## src/hw/rtl/assert_macros.svh

```systemverilog
// ---------------------------------------------------------------------------
// Assertion macros shared by the RTL. Empty when SYNTHESIS is defined.
// ---------------------------------------------------------------------------
`ifndef ASSERT_MACROS_SVH
`define ASSERT_MACROS_SVH
`ifndef SYNTHESIS
`define PILC_ASSERT_IMP(lbl, ante, cons, msg) \
	lbl: assert property (@(posedge clk) disable iff (!arst_n) (ante) |-> (cons)) else $error(msg);
`define PILC_ASSERT_NXT(lbl, ante, cons, msg) \
	lbl: assert property (@(posedge clk) disable iff (!arst_n) (ante) |=> (cons)) else $error(msg);
`else
`define PILC_ASSERT_IMP(lbl, ante, cons, msg)
`define PILC_ASSERT_NXT(lbl, ante, cons, msg)
`endif
`endif

```

## src/hw/rtl/pilc_pkg.sv

```systemverilog
// ---------------------------------------------------------------------------
// pilc_pkg
// Sizes, cell command word and scan token of the path to inode cache.
// ---------------------------------------------------------------------------
package pilc_pkg;

	localparam int CE      = 8;                          // cache entries
	localparam int PB      = 64;                         // path bytes kept
	localparam int IW      = (CE > 1) ? $clog2(CE) : 1;  // entry index
	localparam int PW      = $clog2(PB);                 // byte address
	localparam int CW      = $clog2(PB + 1);             // byte count 0..PB
	localparam int NW      = $clog2(CE + 1);             // scan cycle count
	localparam int SLOT_W  = 3;
	localparam int INODE_W = 32;
	localparam int AGE_W   = 32;
	localparam int BYTE_W  = 8;

	typedef logic [IW-1:0] idx_t;

	typedef struct packed {
		logic               cmp_en;
		logic [BYTE_W-1:0]  cmp_byte;
		logic [PW-1:0]      rd_addr;
		logic               clr_match;
		logic               touch;
		logic               fill;
		logic [AGE_W-1:0]   age;
		logic [INODE_W-1:0] inode;
		logic [CW-1:0]      len;
		logic [CW-1:0]      bp_end;
		logic               we;
		logic [PW-1:0]      waddr;
		logic [BYTE_W-1:0]  wdata;
	} cell_cmd_t;

	typedef struct packed {
		logic               hit;
		idx_t               hit_idx;
		logic [INODE_W-1:0] hit_inode;
		logic               old_ok;
		logic [AGE_W-1:0]   old_age;
		idx_t               old_idx;
		logic               free_ok;
		idx_t               free_idx;
	} scan_tok_t;

	function automatic logic [SLOT_W-1:0] to_slot(input idx_t i);
		return SLOT_W'(i);
	endfunction

endpackage

```

## src/hw/rtl/pilc_cell.sv

```systemverilog
// ---------------------------------------------------------------------------
// pilc_cell
// One cache entry: path byte store, match flag, age, inode, and one stage of
// the scan chain that finds the first hit, the oldest entry and a free slot.
// ---------------------------------------------------------------------------
module pilc_cell (
	input  logic                clk,
	input  logic                arst_n,
	input  pilc_pkg::idx_t      idx,
	input  pilc_pkg::cell_cmd_t cmd,
	input  logic                sel,
	input  logic                wsel,
	input  pilc_pkg::scan_tok_t tok_in,
	output pilc_pkg::scan_tok_t tok_out
);
	import pilc_pkg::*;

	logic [BYTE_W-1:0]  mem_q [PB];
	logic [BYTE_W-1:0]  rd_q;
	logic               match_q;
	logic               valid_q;
	logic [AGE_W-1:0]   age_q;
	logic [INODE_W-1:0] inode_q;
	logic [CW-1:0]      len_q;
	scan_tok_t          tok_q;
	scan_tok_t          tok_d;
	logic               hit_here;

	// read data always reflects the next byte position
	always_ff @(posedge clk) begin
		rd_q <= mem_q[cmd.rd_addr];
		if (cmd.we && wsel) begin
			mem_q[cmd.waddr] <= cmd.wdata;
		end
	end

	always_ff @(posedge clk or negedge arst_n) begin
		if (!arst_n) begin
			match_q <= 1'b1;
			valid_q <= 1'b0;
			age_q   <= '0;
		end else begin
			if (cmd.clr_match) begin
				match_q <= 1'b1;
			end else if (cmd.cmp_en && (rd_q != cmd.cmp_byte)) begin
				match_q <= 1'b0;
			end
			if (cmd.fill && sel) begin
				valid_q <= 1'b1;
			end
			if ((cmd.touch || cmd.fill) && sel) begin
				age_q <= cmd.age;
			end
		end
	end

	always_ff @(posedge clk) begin
		if (cmd.fill && sel) begin
			inode_q <= cmd.inode;
			len_q   <= cmd.len;
		end
	end

	// stored path is zero past its length, so the tail check is a compare
	assign hit_here = valid_q && match_q && (len_q <= cmd.bp_end);

	always_comb begin
		tok_d = tok_in;
		if (!tok_in.hit && hit_here) begin
			tok_d.hit       = 1'b1;
			tok_d.hit_idx   = idx;
			tok_d.hit_inode = inode_q;
		end
		if (valid_q) begin
			if (!tok_in.old_ok || (age_q < tok_in.old_age)) begin
				tok_d.old_ok  = 1'b1;
				tok_d.old_age = age_q;
				tok_d.old_idx = idx;
			end
		end else if (!tok_in.free_ok) begin
			tok_d.free_ok  = 1'b1;
			tok_d.free_idx = idx;
		end
	end

	always_ff @(posedge clk or negedge arst_n) begin
		if (!arst_n) begin
			tok_q <= '0;
		end else begin
			tok_q <= tok_d;
		end
	end

	assign tok_out = tok_q;

endmodule

```

## config.mk

```make
export PLATFORM = sky130hd
export DESIGN_NAME = pilc_cell
export DESIGN_NICKNAME = d
export VERILOG_FILES = /design/src/hw/rtl/assert_macros.svh /design/src/hw/rtl/pilc_pkg.sv /design/src/hw/rtl/pilc_cell.sv
export SDC_FILE = /design/constraint.sdc
export NUM_CORES = 1
export LEC_CHECK = 0
export BUFFER_PORTS_ARGS = -buffer_cell sky130_fd_sc_hd__buf_2
export CAP_MARGIN = 20
export CORE_ASPECT_RATIO = 2
export CORE_MARGIN = 2
export CORE_UTILIZATION = 53
export DETAILED_ROUTE_END_ITERATION = 8
export GPL_ROUTABILITY_DRIVEN = 0
export PLACE_DENSITY = 0.79
export REMOVE_ABC_BUFFERS = 1
export SETUP_SLACK_MARGIN = 0.4
export SYNTH_ARGS = -nofsm -noshare
export SYNTH_HDL_FRONTEND = slang
export SYNTH_SLANG_ARGS = --single-unit
```

## constraint.sdc

```tcl
create_clock -name clk -period 2.75 [get_ports clk]
set_clock_uncertainty 0.2 [all_clocks]
set_input_delay 0.55 -clock clk [delete_from_list [all_inputs] [get_ports clk]]
set_output_delay 0.55 -clock clk [all_outputs]
set_load 0.1 [all_outputs]
```

==> metrics.md <==
| Metric | Value |
|---|---|
| Root Buffer | `clkbuf_16` |
| F_max | `362 MHz` |
| Final setup vio count | `11` |
| Min cycle time layout | `2.77 ns` |
| Cell Area, Synth | `0.0271 sq mm` |
| Worst path max stage delay | `0.43 ns` |
| Fill count | `3119` |
| Row count | `117` |
| Clk_lat worst skew | `0.63 ns` |
| Max-cap violations | `0` |
| Via density | `6.01` |
| Slew @ Worst Pin | `0.932 ns` |
| Pleak | `12.9 nW` |
| Worst path slowest cell | `edfxtp_1` |
| RSZ-0062 raised after global routing | `true` |
| Clk sinks | `669` |
| Detail Route Antenna Nets | `0` |
| Synthesized instance count | `1462` |
| Final Core Density | `68.0%` |
| Final wirelength | `73600 microns` |
| Layout cell share with drive strength beyond 1 | `42.1%` |
| Fin crit share | `101%` |
| CP Launch Type | `register` |
| CP cell instances | `ha_4 -> nor2b_4 -> o21a_1 -> o21a_1 -> o31ai_2 -> buf_4 -> nand4b_1 -> buf_6 -> buf_12 -> buf_16 -> mux2_4` |
| Setup ws final | `-0.0150 ns` |
| Worst setup EP type | `register` |
| Met2 Use GR | `51.6%` |
| Sequential-to-total area share from yosys stat | `71.8%` |
| Dpl ws | `-0.428 ns` |
| Crit path from | `len_q[1]` |
| Detail Placement HPWL | `46800 microns` |
| Largest delay contributor family on the critical path | `buffers and inverters` |
| H-tree depth | `2` |
| Post-synth top flop | `edfxtp_1` |
| Yosys warning count | `0` |
| WP data arrival | `3.07 ns` |
| Die area | `0.0530 sq mm` |
| Vias in the first global route | `17500` |
| Via Count | `16400` |
| Final hold vios | `0` |
| Final hold slack | `0.0234 ns` |
| Library cells used by synthesis | `45` |
| Buf/Inv on CP | `4` |
| Met3 GRT Util | `4.08%` |
| Status | `finished with violations` |
| Drt drc | `0` |
| Total CTS buffers | `55` |
| Mean Syn Cell Area | `18.5 sq um` |
| CTS tree | `built` |
| IO Port Bufs | `269` |
| First-pass GRT wire length | `106000 microns` |
| Power Density | `687 mW/mm^2` |
| Max Transition Viols Final | `0` |
| Reg2reg start | `len_q[1]` |
| Total track usage | `27.5%` |
| Min-delay src | `idx[0]` |
| Core area | `0.0507 sq mm` |
| #FFs+latches synth | `669` |
| Relative slew margins | `37.6%` |
| Post-synth EDFFs | `551` |
| Pin count of the biggest net entering global routing | `77` |
| Worst Setup Path Type | `register to register` |
| Worst Path Required | `3.05 ns` |
| Synth-to-layout area growth | `27.2%` |
| Most used cell, CP | `o21a_1` |
| Initial Util | `53.5%` |
| Register area | `0.0195 sq mm` |
| Longest Clk Path Bufs | `3` |
| DRT Pass-1 Iters | `5` |
| Failing checks | `negative setup slack` |
| Met1 global-route usage | `28.8%` |
| Initial antenna violation count | `5` |
| Class of the worst hold path | `primary input to register` |
| Die Height | `324 microns` |
| Routed WL per cell | `26.9 microns` |
| Setup TNS | `-0.0646 ns` |
| Post-synth ARST share | `16.4%` |
| Grt ovf | `0` |
| I/O pins | `270` |
| Overall power | `23.7 mW` |
| Initial DRC Count | `1819` |
| Die X | `164 microns` |
| Final net count | `2264` |
| Top Usage Layer GRT | `met2` |
| IR drop worst, VDD | `0.636 mV` |
| Critical Path Fanout Max | `6` |
| Multi-input logic area | `0.00746 sq mm` |
| CTS clk-pin slew, worst paths | `0.07 ns` |
registers in the layout, indices dropped and copies added, names as in the netlist:
signal / cells
age_q: 32
tok_out: 76
match_q: 1
rd_q: 8
valid_q: 1
len_q: 7
mem_q: 512
inode_q: 32
Yosys cell counts, types with 22 or more instances:
cell / n / area, sq um
clkbuf_1: 58 / 218
a31o_2: 36 / 315
a311o_1: 35 / 350
edfxtp_1: 551 / 16500
nor2_1: 79 / 297
nand2_1: 87 / 327
inv_1: 43 / 161
ha_1: 38 / 475
dfrtp_1: 109 / 2730
mux2_2: 70 / 788
buf_2: 22 / 110
o21ai_0: 38 / 190
mux4_2: 160 / 3600
nor3_1: 36 / 180
kinds of logic (layout without fill, tap and decap cells):
kind of cell | Yosys count | after routing | share of synthesized area (%)
AOI/OAI and AO/OA | 155 | 155 | 4.26
and+or+nand+nor | 236 | 236 | 3.81
xor gates and xnor gates | 8 | 8 | 0.259
buffers and inverters | 126 | 742 | 1.85
adders and majority gates | 38 | 38 | 1.76
muxes | 230 | 230 | 16.2
DFF | 669 | 669 | 71.8
other | 0 | 3 | 0
layout by cell type (no fill, tap or decap), drive strengths merged, types with 4 or more instances in the layout:
cell type	n
nand3	4
inv	46
nand4	5
bufinv	7
ha	38
nor3	36
nand2	87
a31o	36
dfrtp	109
clkbuf	72
a311o	35
mux2	70
clkinv	21
mux4	160
o21ai	39
a21oi	13
clkinvlp	4
o22ai	20
buf	479
dlygate4sd3	113
xnor2	8
edfxtp	551
nor2	79
nor2b	5
dfxtp	8
metal layers:
layer | share of wire [%] | vias up | routed length, microns
li1 | - | 6995 | -
met1 | 32 | 8351 | 23400
met2 | 56 | 869 | 40800
met3 | 6.5 | 215 | 4810
met4 | 6.2 | 4 | 4540
met5 | 0.041 | - | 30
metrics by stage:
| stage | instance area [sq um] | cells |
|---|---|---|
| floorplan | 26700 | 1379 |
| global placement | 30600 | 2491 |
| detailed placement | 30600 | 2491 |
| CTS | 34200 | 2726 |
| global route | 34500 | 2733 |
| finish | 34500 | 2735 |
worst reg2reg max path, delay by kind of cell (launching register included):
family                   cells  cell delay (ns)
multiplexers                 1             0.31
buffers and inverters        4             0.64
flip-flops                   1             0.43
adder cells (fa/ha/maj)      1             0.25
AND/OR/NAND/NOR              2             0.25
AO/OA/AOI/OAI                3             0.55
layout make-up:
class | count | area share, %
flip-flops and latches | 669 | 56.5
multi-input cells | 667 | 21.6
repair buffers | 596 | 13.5
clock buffers | 68 | 4.34
well taps | 654 | 2.37
clock inverters | 35 | 1.19
inverters | 43 | 0.468
diodes | 3 | 0.0218
power by group:
group,internal (mW),total [mW],switching (mW)
clock,4.57,8.23,3.66
sequential,11.3,11.5,0.166
combinational,1.37,3.98,2.62
worst paths after layout:
path	to	slack, ns	cells after the start
worst max-delay path	tok_out[55]	-0.02	11
worst min-delay path	tok_out[72]	0.02	2
worst max register to register	tok_out[55]	-0.02	11
worst min register to register	tok_out[47]	0.28	1
max in group asynchronous	match_q	1.50	3
min in group asynchronous	tok_out[13]	0.17	2
what timing repair did:
action,CTS,global route
pin swaps,3,8
gates resized for setup,60,21
cloned,7,3
setup buffers,12,3
hold buffers,113,0
endpoints found under the setup margin,70,70
endpoints found under the hold margin,167,0
No activity file was read; power rests on OpenSTA's default activity.
